`config.mk`:
```
export PLATFORM = sky130hd
export DESIGN_NAME = dc_power_energy_meter
export DESIGN_NICKNAME = d
export VERILOG_FILES = /design/src/hw/rtl/dcem_pkg.sv /design/src/hw/rtl/dc_power_energy_meter.sv
export SDC_FILE = /design/constraint.sdc
export NUM_CORES = 2
export LEC_CHECK = 0
export CAP_MARGIN = 5
export CORE_MARGIN = 2
export CORE_UTILIZATION = 40
export DETAILED_ROUTE_END_ITERATION = 10
export DONT_BUFFER_PORTS = 1
export PLACE_DENSITY_LB_ADDON = 0.08
export SKIP_LAST_GASP = 1
export SLEW_MARGIN = 40
export SYNTH_ARGS = -nofsm -noshare
export SYNTH_HDL_FRONTEND = slang
export SYNTH_SLANG_ARGS = --single-unit
```
`constraint.sdc`:
```
create_clock -name clk -period 9 [get_ports clk]
set_input_delay 2.25 -clock clk [delete_from_list [all_inputs] [get_ports clk]]
set_output_delay 2.25 -clock clk [all_outputs]
set_load 0.005 [all_outputs]
```
`src/hw/rtl/dcem_pkg.sv`:
```
// dc power and energy meter: shared types, register indexes and fixed widths
// no dependencies; imported by dc_power_energy_meter
`default_nettype none

package dcem_pkg;

    // fixed field widths
    localparam int SAMPLE_W   = 12;
    localparam int TIME_W     = 32;
    localparam int OFFSET_W   = 17;
    localparam int SCALE_W    = 24;
    localparam int VALUE_W    = 21;
    localparam int POWER_W    = 42;
    localparam int ENERGY_W   = 64;
    localparam int CFG_IDX_W  = 3;
    localparam int CFG_DATA_W = 32;

    // serial multiplier: multiplicand width and multiplier bits per pass
    localparam int MC_W        = POWER_W;
    localparam int MUL_STEPS   = 32;
    localparam int STEP_W      = 6;
    localparam int SCALE_SHIFT = 20;
    // accumulator bits that land in a scaled value after the shift
    localparam int SCL_HI_W    = VALUE_W - (MUL_STEPS - SCALE_SHIFT);
    localparam int PWR_HI_W    = POWER_W - MUL_STEPS;
    localparam int NRG_HI_W    = ENERGY_W - MUL_STEPS;

    localparam logic [VALUE_W-1:0]  VALUE_MAX  = '1;
    localparam logic [ENERGY_W-1:0] ENERGY_MAX = '1;

    // register indexes on the configuration port
    localparam logic [CFG_IDX_W-1:0] REG_CURRENT_OFFSET     = 3'd0;
    localparam logic [CFG_IDX_W-1:0] REG_CURRENT_SCALE      = 3'd1;
    localparam logic [CFG_IDX_W-1:0] REG_VOLTAGE_OFFSET     = 3'd2;
    localparam logic [CFG_IDX_W-1:0] REG_VOLTAGE_SCALE      = 3'd3;
    localparam logic [CFG_IDX_W-1:0] REG_UPDATE_INTERVAL_MS = 3'd4;

    // register reset values
    localparam logic [SCALE_W-1:0] SCALE_RESET    = 24'd65536;
    localparam logic [TIME_W-1:0]  INTERVAL_RESET = 32'd1000;

    // item operation codes
    localparam logic OP_SAMPLE      = 1'b0;
    localparam logic OP_CLEAR_TOTAL = 1'b1;

    typedef struct packed {
        logic                op;
        logic [SAMPLE_W-1:0] current_pos_sample;
        logic [SAMPLE_W-1:0] current_neg_sample;
        logic [SAMPLE_W-1:0] voltage_pos_sample;
        logic [SAMPLE_W-1:0] voltage_neg_sample;
        logic [TIME_W-1:0]   now_ms;
    } sample_t;

    typedef struct packed {
        logic [VALUE_W-1:0]  current_value;
        logic [VALUE_W-1:0]  voltage_value;
        logic [POWER_W-1:0]  power_value;
        logic [ENERGY_W-1:0] total_energy;
        logic                committed;
    } result_t;

    typedef enum logic [2:0] {
        ST_IDLE,
        ST_DIV,
        ST_RAW,
        ST_MUL,
        ST_POST,
        ST_PEND,
        ST_TOTAL,
        ST_OUT
    } state_t;

    typedef enum logic [1:0] {
        MOP_CUR,
        MOP_VOLT,
        MOP_PWR,
        MOP_NRG
    } mul_op_t;

endpackage

`default_nettype wire

```
`src/hw/rtl/dc_power_energy_meter.sv`:
```
// dc power and energy meter, top level: sample sums, serial divider and multiplier, energy
// depends on dcem_pkg
`default_nettype none

// Each sample beat adds the pos-minus-neg differences of the current and voltage ADC
// pairs into two signed sums; it gives no result unless it completes a measurement of
// SAMPLES_PER_MEASURE sets. The completing beat starts a sequencer built around two
// bit-serial units: a restoring divider that forms each Q12.4 average one quotient bit
// per cycle, and one shift-add multiplier that takes one multiplier bit per cycle and
// is shared by the two scale products, the power product and the power-times-elapsed-ms
// product. The dividend width DVD is the sum width + 4 (21 at the default parameters).
// The sample port stalls until the result is handed to the output register, and a
// clear-total beat also passes through the output state. The output register holds
// a finished result while new samples are taken; a further result waits only if that
// register is still full. Elapsed time is measured since the previous measurement, and
// energy and total saturate at 2^64-1. Configuration writes are accepted in every cycle
// and must only be issued while the block is idle.
module dc_power_energy_meter #(
    parameter int SAMPLES_PER_MEASURE = 16,
    parameter int ADC_BITS            = 12
) (
    input  wire logic                              clk,
    input  wire logic                              rst_n,
    // sample channel
    input  wire logic                              sample_valid,
    output      logic                              sample_stall,
    input  wire dcem_pkg::sample_t                 sample_data,
    // result channel
    output      logic                              result_valid,
    input  wire logic                              result_stall,
    output      dcem_pkg::result_t                 result_data,
    // configuration write channel
    input  wire logic                              cfg_valid,
    output      logic                              cfg_ready,
    input  wire logic [dcem_pkg::CFG_IDX_W-1:0]    cfg_index,
    input  wire logic [dcem_pkg::CFG_DATA_W-1:0]   cfg_wdata
);

    import dcem_pkg::*;

    // effective sample width: inputs are masked down to the converter resolution
    localparam int SMP_BITS = (ADC_BITS < SAMPLE_W) ? ADC_BITS : SAMPLE_W;
    localparam int CNT_W    = (SAMPLES_PER_MEASURE > 1) ? $clog2(SAMPLES_PER_MEASURE) : 1;
    localparam int SUM_W    = SMP_BITS + 1 + $clog2(SAMPLES_PER_MEASURE);
    // dividend is |sum| * 16
    localparam int DVD_W    = SUM_W + 4;
    localparam int REM_W    = $clog2(SAMPLES_PER_MEASURE) + 2;
    localparam int RAW_W    = ((DVD_W + 1 > OFFSET_W) ? DVD_W + 1 : OFFSET_W) + 1;

    localparam logic [CNT_W-1:0]  LAST_COUNT = CNT_W'(SAMPLES_PER_MEASURE - 1);
    localparam logic [REM_W-1:0]  DIVISOR    = REM_W'(SAMPLES_PER_MEASURE);
    localparam logic [STEP_W-1:0] DIV_LAST   = STEP_W'(DVD_W - 1);
    localparam logic [STEP_W-1:0] MUL_LAST   = STEP_W'(MUL_STEPS - 1);

    // magnitude of a signed sum, shifted into Q17.4 at the default parameters
    function automatic logic [DVD_W-1:0] dividend_of(input logic signed [SUM_W-1:0] s);
        logic [SUM_W-1:0] mag;
        mag = s[SUM_W-1] ? SUM_W'(-s) : SUM_W'(s);
        return {mag, 4'b0000};
    endfunction

    // configuration registers
    logic signed [OFFSET_W-1:0] current_offset_reg;
    logic [SCALE_W-1:0]         current_scale_reg;
    logic signed [OFFSET_W-1:0] voltage_offset_reg;
    logic [SCALE_W-1:0]         voltage_scale_reg;
    logic [TIME_W-1:0]          update_interval_reg;

    // sequencer and measurement state
    state_t                     state_reg, state_next;
    mul_op_t                    mop_reg, mop_next;
    logic                       ch_reg, ch_next;
    logic [STEP_W-1:0]          step_reg, step_next;
    logic [CNT_W-1:0]           count_reg, count_next;
    logic signed [SUM_W-1:0]    c_sum_reg, c_sum_next;
    logic signed [SUM_W-1:0]    v_sum_reg, v_sum_next;
    logic [ENERGY_W-1:0]        pending_reg, pending_next;
    logic [ENERGY_W-1:0]        total_reg, total_next;
    logic [TIME_W-1:0]          last_commit_reg, last_commit_next;
    logic [TIME_W-1:0]          last_measure_reg, last_measure_next;
    logic                       result_valid_reg, result_valid_next;

    // serial datapath and staging
    logic [DVD_W-1:0]           dvd_reg, dvd_next;
    logic [REM_W-1:0]           rem_reg, rem_next;
    logic                       neg_reg, neg_next;
    logic [MC_W-1:0]            mcand_reg, mcand_next;
    logic [MC_W:0]              acc_reg, acc_next;
    logic [MUL_STEPS-1:0]       mplr_reg, mplr_next;
    logic [VALUE_W-1:0]         cur_reg, cur_next;
    logic [VALUE_W-1:0]         volt_reg, volt_next;
    logic [POWER_W-1:0]         power_reg, power_next;
    logic [ENERGY_W-1:0]        energy_reg, energy_next;
    logic [TIME_W-1:0]          now_reg, now_next;
    logic                       commit_reg, commit_next;
    result_t                    result_reg, result_next;

    // combinational helpers
    logic                       sample_take;
    logic                       result_free;
    logic                       step_done;
    logic                       last_sample;
    logic                       commit_due;
    logic [SMP_BITS-1:0]        cp, cn, vp, vn;
    logic signed [SMP_BITS:0]   c_diff, v_diff;
    logic signed [SUM_W-1:0]    c_sum_add, v_sum_add;
    logic [REM_W-1:0]           div_trial;
    logic                       div_ge;
    logic signed [RAW_W-1:0]    raw_q, raw_avg, raw_off, raw_val;
    logic                       raw_pos;
    logic [MC_W:0]              mul_sum;
    logic [VALUE_W-1:0]         scaled;
    logic [POWER_W-1:0]         power_prod;
    logic [ENERGY_W-1:0]        energy_prod;
    logic [ENERGY_W:0]          pend_sum, tot_sum;
    logic [ENERGY_W-1:0]        pend_sat;
    logic [TIME_W-1:0]          dt_ms;

    assign cfg_ready    = 1'b1;
    assign sample_stall = (state_reg != ST_IDLE);
    assign sample_take  = sample_valid && (state_reg == ST_IDLE);
    assign result_valid = result_valid_reg;
    assign result_data  = result_reg;
    // output register can take a new result when empty or emptying this cycle
    assign result_free  = !result_valid_reg || !result_stall;
    assign step_done    = (step_reg == '0);

    // sample differences, masked to the converter resolution
    assign cp     = sample_data.current_pos_sample[SMP_BITS-1:0];
    assign cn     = sample_data.current_neg_sample[SMP_BITS-1:0];
    assign vp     = sample_data.voltage_pos_sample[SMP_BITS-1:0];
    assign vn     = sample_data.voltage_neg_sample[SMP_BITS-1:0];
    assign c_diff = $signed({1'b0, cp}) - $signed({1'b0, cn});
    assign v_diff = $signed({1'b0, vp}) - $signed({1'b0, vn});
    assign c_sum_add   = c_sum_reg + SUM_W'(c_diff);
    assign v_sum_add   = v_sum_reg + SUM_W'(v_diff);
    assign last_sample = (count_reg == LAST_COUNT);

    // restoring divider step by the sample count
    assign div_trial = {rem_reg[REM_W-2:0], dvd_reg[DVD_W-1]};
    assign div_ge    = (div_trial >= DIVISOR);

    // average minus offset; zero or below gives a zero value
    assign raw_q   = $signed({{(RAW_W - DVD_W){1'b0}}, dvd_reg});
    assign raw_avg = neg_reg ? -raw_q : raw_q;
    assign raw_off = ch_reg ? RAW_W'(voltage_offset_reg) : RAW_W'(current_offset_reg);
    assign raw_val = raw_avg - raw_off;
    assign raw_pos = !raw_val[RAW_W-1] && (raw_val != '0);

    // shift-add step: product low bits shift into the multiplier register
    assign mul_sum = {1'b0, acc_reg[MC_W-1:0]} + {1'b0, (mplr_reg[0] ? mcand_reg : '0)};

    // finished products
    assign scaled      = (acc_reg[MC_W:SCL_HI_W] != '0) ? VALUE_MAX
                       : {acc_reg[SCL_HI_W-1:0], mplr_reg[MUL_STEPS-1:SCALE_SHIFT]};
    assign power_prod  = {acc_reg[PWR_HI_W-1:0], mplr_reg};
    assign energy_prod = (acc_reg[MC_W:NRG_HI_W] != '0) ? ENERGY_MAX
                       : {acc_reg[NRG_HI_W-1:0], mplr_reg};

    assign dt_ms      = now_reg - last_measure_reg;
    assign commit_due = ((now_reg - last_commit_reg) >= update_interval_reg);
    assign pend_sum   = {1'b0, pending_reg} + {1'b0, energy_reg};
    assign pend_sat   = pend_sum[ENERGY_W] ? ENERGY_MAX : pend_sum[ENERGY_W-1:0];
    assign tot_sum    = {1'b0, total_reg} + {1'b0, pending_reg};

    // next state
    always_comb
    begin
        state_next = state_reg;
        case (state_reg)
            ST_IDLE:
            begin
                if (sample_take)
                begin
                    if (sample_data.op == OP_CLEAR_TOTAL)
                        state_next = ST_OUT;
                    else if (last_sample)
                        state_next = ST_DIV;
                end
            end
            ST_DIV:
            begin
                if (step_done)
                    state_next = ST_RAW;
            end
            ST_RAW:
                state_next = ST_MUL;
            ST_MUL:
            begin
                if (step_done)
                    state_next = ST_POST;
            end
            ST_POST:
            begin
                case (mop_reg)
                    MOP_CUR:  state_next = ST_DIV;
                    MOP_NRG:  state_next = ST_PEND;
                    default:  state_next = ST_MUL;
                endcase
            end
            ST_PEND:
                state_next = commit_due ? ST_TOTAL : ST_OUT;
            ST_TOTAL:
                state_next = ST_OUT;
            ST_OUT:
            begin
                if (result_free)
                    state_next = ST_IDLE;
            end
            default:
                state_next = ST_IDLE;
        endcase
    end

    // datapath and outputs
    always_comb
    begin
        mop_next          = mop_reg;
        ch_next           = ch_reg;
        step_next         = step_reg;
        count_next        = count_reg;
        c_sum_next        = c_sum_reg;
        v_sum_next        = v_sum_reg;
        pending_next      = pending_reg;
        total_next        = total_reg;
        last_commit_next  = last_commit_reg;
        last_measure_next = last_measure_reg;
        dvd_next          = dvd_reg;
        rem_next          = rem_reg;
        neg_next          = neg_reg;
        mcand_next        = mcand_reg;
        acc_next          = acc_reg;
        mplr_next         = mplr_reg;
        cur_next          = cur_reg;
        volt_next         = volt_reg;
        power_next        = power_reg;
        energy_next       = energy_reg;
        now_next          = now_reg;
        commit_next       = commit_reg;
        result_next       = result_reg;
        result_valid_next = result_valid_reg && result_stall;

        case (state_reg)
            ST_IDLE:
            begin
                if (sample_take)
                begin
                    if (sample_data.op == OP_CLEAR_TOTAL)
                    begin
                        total_next  = '0;
                        cur_next    = '0;
                        volt_next   = '0;
                        power_next  = '0;
                        commit_next = 1'b1;
                    end
                    else
                    begin
                        c_sum_next = c_sum_add;
                        v_sum_next = v_sum_add;
                        if (last_sample)
                        begin
                            // measurement complete: start the current average
                            count_next = '0;
                            now_next   = sample_data.now_ms;
                            dvd_next   = dividend_of(c_sum_add);
                            neg_next   = c_sum_add[SUM_W-1];
                            rem_next   = '0;
                            ch_next    = 1'b0;
                            step_next  = DIV_LAST;
                        end
                        else
                        begin
                            count_next = count_reg + CNT_W'(1);
                        end
                    end
                end
            end
            ST_DIV:
            begin
                rem_next  = div_ge ? (div_trial - DIVISOR) : div_trial;
                dvd_next  = {dvd_reg[DVD_W-2:0], div_ge};
                step_next = step_reg - STEP_W'(1);
            end
            ST_RAW:
            begin
                mcand_next = raw_pos ? MC_W'(raw_val[RAW_W-2:0]) : '0;
                mplr_next  = MUL_STEPS'(ch_reg ? voltage_scale_reg : current_scale_reg);
                acc_next   = '0;
                mop_next   = ch_reg ? MOP_VOLT : MOP_CUR;
                step_next  = MUL_LAST;
            end
            ST_MUL:
            begin
                acc_next  = {1'b0, mul_sum[MC_W:1]};
                mplr_next = {mul_sum[0], mplr_reg[MUL_STEPS-1:1]};
                step_next = step_reg - STEP_W'(1);
            end
            ST_POST:
            begin
                case (mop_reg)
                    MOP_CUR:
                    begin
                        // current done, start the voltage average
                        cur_next  = scaled;
                        dvd_next  = dividend_of(v_sum_reg);
                        neg_next  = v_sum_reg[SUM_W-1];
                        rem_next  = '0;
                        ch_next   = 1'b1;
                        step_next = DIV_LAST;
                    end
                    MOP_VOLT:
                    begin
                        volt_next  = scaled;
                        mcand_next = MC_W'(cur_reg);
                        mplr_next  = MUL_STEPS'(scaled);
                        acc_next   = '0;
                        mop_next   = MOP_PWR;
                        step_next  = MUL_LAST;
                    end
                    MOP_PWR:
                    begin
                        power_next = power_prod;
                        mcand_next = MC_W'(power_prod);
                        mplr_next  = dt_ms;
                        acc_next   = '0;
                        mop_next   = MOP_NRG;
                        step_next  = MUL_LAST;
                    end
                    default:
                        energy_next = energy_prod;
                endcase
            end
            ST_PEND:
            begin
                pending_next      = pend_sat;
                last_measure_next = now_reg;
                c_sum_next        = '0;
                v_sum_next        = '0;
                commit_next       = commit_due;
            end
            ST_TOTAL:
            begin
                total_next       = tot_sum[ENERGY_W] ? ENERGY_MAX : tot_sum[ENERGY_W-1:0];
                pending_next     = '0;
                last_commit_next = now_reg;
            end
            ST_OUT:
            begin
                if (result_free)
                begin
                    result_next.current_value = cur_reg;
                    result_next.voltage_value = volt_reg;
                    result_next.power_value   = power_reg;
                    result_next.total_energy  = total_reg;
                    result_next.committed     = commit_reg;
                    result_valid_next         = 1'b1;
                end
            end
            default:
            begin
            end
        endcase
    end

    // control and measurement state
    always_ff @(posedge clk or negedge rst_n)
    begin
        if (!rst_n)
        begin
            state_reg        <= ST_IDLE;
            count_reg        <= '0;
            c_sum_reg        <= '0;
            v_sum_reg        <= '0;
            pending_reg      <= '0;
            total_reg        <= '0;
            last_commit_reg  <= '0;
            last_measure_reg <= '0;
            result_valid_reg <= 1'b0;
        end
        else
        begin
            state_reg        <= state_next;
            count_reg        <= count_next;
            c_sum_reg        <= c_sum_next;
            v_sum_reg        <= v_sum_next;
            pending_reg      <= pending_next;
            total_reg        <= total_next;
            last_commit_reg  <= last_commit_next;
            last_measure_reg <= last_measure_next;
            result_valid_reg <= result_valid_next;
        end
    end

    // serial datapath and staging, no reset needed
    always_ff @(posedge clk)
    begin
        mop_reg    <= mop_next;
        ch_reg     <= ch_next;
        step_reg   <= step_next;
        dvd_reg    <= dvd_next;
        rem_reg    <= rem_next;
        neg_reg    <= neg_next;
        mcand_reg  <= mcand_next;
        acc_reg    <= acc_next;
        mplr_reg   <= mplr_next;
        cur_reg    <= cur_next;
        volt_reg   <= volt_next;
        power_reg  <= power_next;
        energy_reg <= energy_next;
        now_reg    <= now_next;
        commit_reg <= commit_next;
        result_reg <= result_next;
    end

    // configuration registers
    always_ff @(posedge clk or negedge rst_n)
    begin
        if (!rst_n)
        begin
            current_offset_reg  <= '0;
            current_scale_reg   <= SCALE_RESET;
            voltage_offset_reg  <= '0;
            voltage_scale_reg   <= SCALE_RESET;
            update_interval_reg <= INTERVAL_RESET;
        end
        else if (cfg_valid && cfg_ready)
        begin
            case (cfg_index)
                REG_CURRENT_OFFSET:     current_offset_reg  <= cfg_wdata[OFFSET_W-1:0];
                REG_CURRENT_SCALE:      current_scale_reg   <= cfg_wdata[SCALE_W-1:0];
                REG_VOLTAGE_OFFSET:     voltage_offset_reg  <= cfg_wdata[OFFSET_W-1:0];
                REG_VOLTAGE_SCALE:      voltage_scale_reg   <= cfg_wdata[SCALE_W-1:0];
                REG_UPDATE_INTERVAL_MS: update_interval_reg <= cfg_wdata[TIME_W-1:0];
                default:
                begin
                end
            endcase
        end
    end

endmodule

`default_nettype wire

```
==> summary.txt <==
crit path max fanout: 11
layout cells sized above 1: 8.98%
drt first pass iters: 5
Critical Path Source Type: input port
crit path DAT: 6700 ps
clock tree sinks: 830
total power: 0.0226 W
Routed WL: 143,000 um
routability cong.: 0.891
Worst Max-Slew Pin Slew: 837 ps
Area contributors post-synth: edfxtp_1, dfrtp_1, ha_1
post-synthesis cell count: 4,841
Final Util: 44.6%
GR Overflow Total: 0
Slew HR: 43.6%
FF-to-FF path depth: 20
async set-or-reset flop fraction in the synthesized netlist: 41.9%
Avg Inst Size Synth: 10.1 um2
fin nets: 5,263
Top FF cell, synth: edfxtp_1
Post-Syn Nets: 5,323
area grow syn2layout: 10.8%
clock slew at reported path FFs: 60 ps
clock tree buffer depth: 3
Chip Width: 354 um
initial antenna violation count: 6
CTS tree: built
count of final setup violators: 0
core area: 0.122 mm2
H-tree depth: 3
clock buffer count from CTS: 96
Initial Utilization: 40.3%
Worst VDD drop: 0.183 mV
DR iter-0 viols: 2,475
Period minus WS final: 6170 ps
cts repair resizes: 0
Final Hold Fails: 0
final instance area: 0.0543 mm2
Clk Latency, worst-skew pair: 720 ps
Setup Fix Bufs, Post-CTS: 0
count of non-filler cells in the finished layout: 6,492
leak pwr: 22.3 nW
distinct cell type count after synthesis: 96
first-pass GRT wire length: 218,000 um
Yosys Warn Count: 0
Max Cap Viol: 0
number of flip-flops in the largest register: 149
register area share after synthesis: 47.3%
placed cell count: 6,308
Port Buffers: 0
crit path kind: input port to flop
Critical Path Sink Type: flop
synthesized flop and latch total: 830
Critical Path RT: 9520 ps
DIE HEIGHT: 354 um
via count: 35,711
drt via density: 5.50
vias in the first global route: 34,442
type of the most critical hold path: flop to flop
Hold-fix buffers, CTS: 0
hpwl dp: 108,000 um
DR WL/cell: 22.1 um
clock root buffer: clkbuf_16
status: completed
Max Fclk: 162 MHz
I/O pin count: 273
top-area cell type share of the netlist area: 29.5%
final setup TNS: 0 ps
pwr dens: 417 mW/mm2
Setup Skew: 27.9 ps
Tcrit/Tclk final: 68.6%
hold depth: 0
DIE AREA: 0.125 mm2
DRC errors left: 0
Routed Antenna Nets: 0
Post-synth EDFFs: 482
RSZ-0062 raised after global routing: false
placed cell areas: 0.0509 mm2
Row Count: 128
largest net degree at the start of global routing: 349
all-layer global routing usage: 22.6%
Synth Cell Area: 0.0490 mm2
Pins Over Slew Limit: 0
area leader, netlist: edfxtp_1
## stage by stage
| stage | hold slack (ps) | worst slack (ps) |
|---|---|---|
| floorplan | 400 | 1980 |
| detailed placement | 405 | 2120 |
| global placement | 403 | 1900 |
| CTS | 415 | 2870 |
| finish | 419 | 2830 |
| global route | 422 | 2420 |
## cell families after synthesis
| group | after synthesis | share of synthesized area, % |
|---|---|---|
| AO/OA/AOI/OAI | 1383 | 17.8 |
| AND/OR/NAND/NOR | 1363 | 13.2 |
| flip-flops | 830 | 47.3 |
| buffers and inverters | 443 | 3.43 |
| adder cells (fa/ha/maj) | 361 | 9.37 |
| XOR/XNOR | 310 | 5.55 |
| multiplexers | 150 | 3.30 |
| other | 1 | 0.00765 |
## final timing paths
path | start | slack, ps | end
min in group asynchronous | rst_n | 1260 | v_sum_reg[11]$_DFFE_PN0P_
max | sample_data[57] | 2830 | dvd_reg[15]$_DFFE_PP_
min reg2reg | power_reg[38]$_SDFFCE_PN0P_ | 420 | result_data[103]$_DFFE_PP_
max in group asynchronous | rst_n | 7120 | total_reg[48]$_DFFE_PN0P_
min | power_reg[38]$_SDFFCE_PN0P_ | 420 | result_data[103]$_DFFE_PP_
max reg2reg | now_reg[1]$_DFFE_PP_ | 3630 | commit_reg$_SDFFCE_PP1P_
## final cells by class
cell class	count	area, um2
Sequential cell	830	23200
Timing Repair Buffer	39	375
Clock buffer	134	2760
Clock inverter	48	679
Inverter	246	927
Tap cell	1625	2030
Fill cell	11732	67400
Antenna cell	2	5.00
Multi-Input combinational cell	3568	24300
## synth_stat cells, drive strengths merged (44+ instances only)
library cell	number
edfxtp	482
mux2i	56
ha	351
a21o	157
mux2	94
and2	64
and3	46
nor2b	44
xor2	119
dfrtp	340
nor2	265
clkbuf	181
xnor2	191
inv	245
a21oi	386
nand3	100
nor3	71
nand2b	49
a31oi	81
nand4	54
or2	72
o21ai	391
nand2	502
## where the power goes
part,switching (W),internal [W]
clock,0.00170,0.00251
combinational,0.00707,0.00452
sequential,0.00118,0.00566
## cell usage in the layout (no fill, tap or decap), drive strengths merged, types with 20 or more instances in the layout
| cell | n |
|---|---|
| a211oi | 29 |
| a21boi | 20 |
| a21o | 157 |
| a21oi | 386 |
| a221o | 24 |
| a22oi | 27 |
| a31oi | 81 |
| and2 | 64 |
| and3 | 46 |
| buf | 39 |
| clkbuf | 134 |
| clkinv | 28 |
| dfrtp | 340 |
| edfxtp | 482 |
| ha | 351 |
| inv | 249 |
| mux2 | 94 |
| mux2i | 56 |
| nand2 | 502 |
| nand2b | 49 |
| nand3 | 100 |
| nand4 | 54 |
| nor2 | 265 |
| nor2b | 44 |
| nor3 | 71 |
| o211ai | 22 |
| o21a | 39 |
| o21ai | 391 |
| o21bai | 35 |
| o22ai | 27 |
| o31ai | 31 |
| or2 | 72 |
| or3 | 37 |
| xnor2 | 191 |
| xor2 | 119 |
## worst max-delay path: stages
cell and delay (ps):
inv_1 50, ha_1 280, nor2b_1 120, o21ai_0 210
a21boi_0 160, o21ai_0 250, a21boi_0 150, o21ai_0 170
nand2b_1 110, a21o_1 190, nand2_1 70, nor2b_1 160
xnor2_1 80, ha_1 370, inv_1 90, a2111oi_0 420
o21a_1 290, a221o_1 290, xor2_2 490, a21oi_1 110
xor2_1 180, o21ai_0 200
## metal layers
metal	share of wire (%)	track usage (%)	routed length (um)	vias to the layer above
li1	-	-	-	17583
met1	47	31.9	67600	17173
met2	46	35.9	65300	786
met3	4.6	3.26	6580	165
met4	2.7	6.75	3900	4
met5	0.018	0	26	-
(Power assumes the default switching activity.)
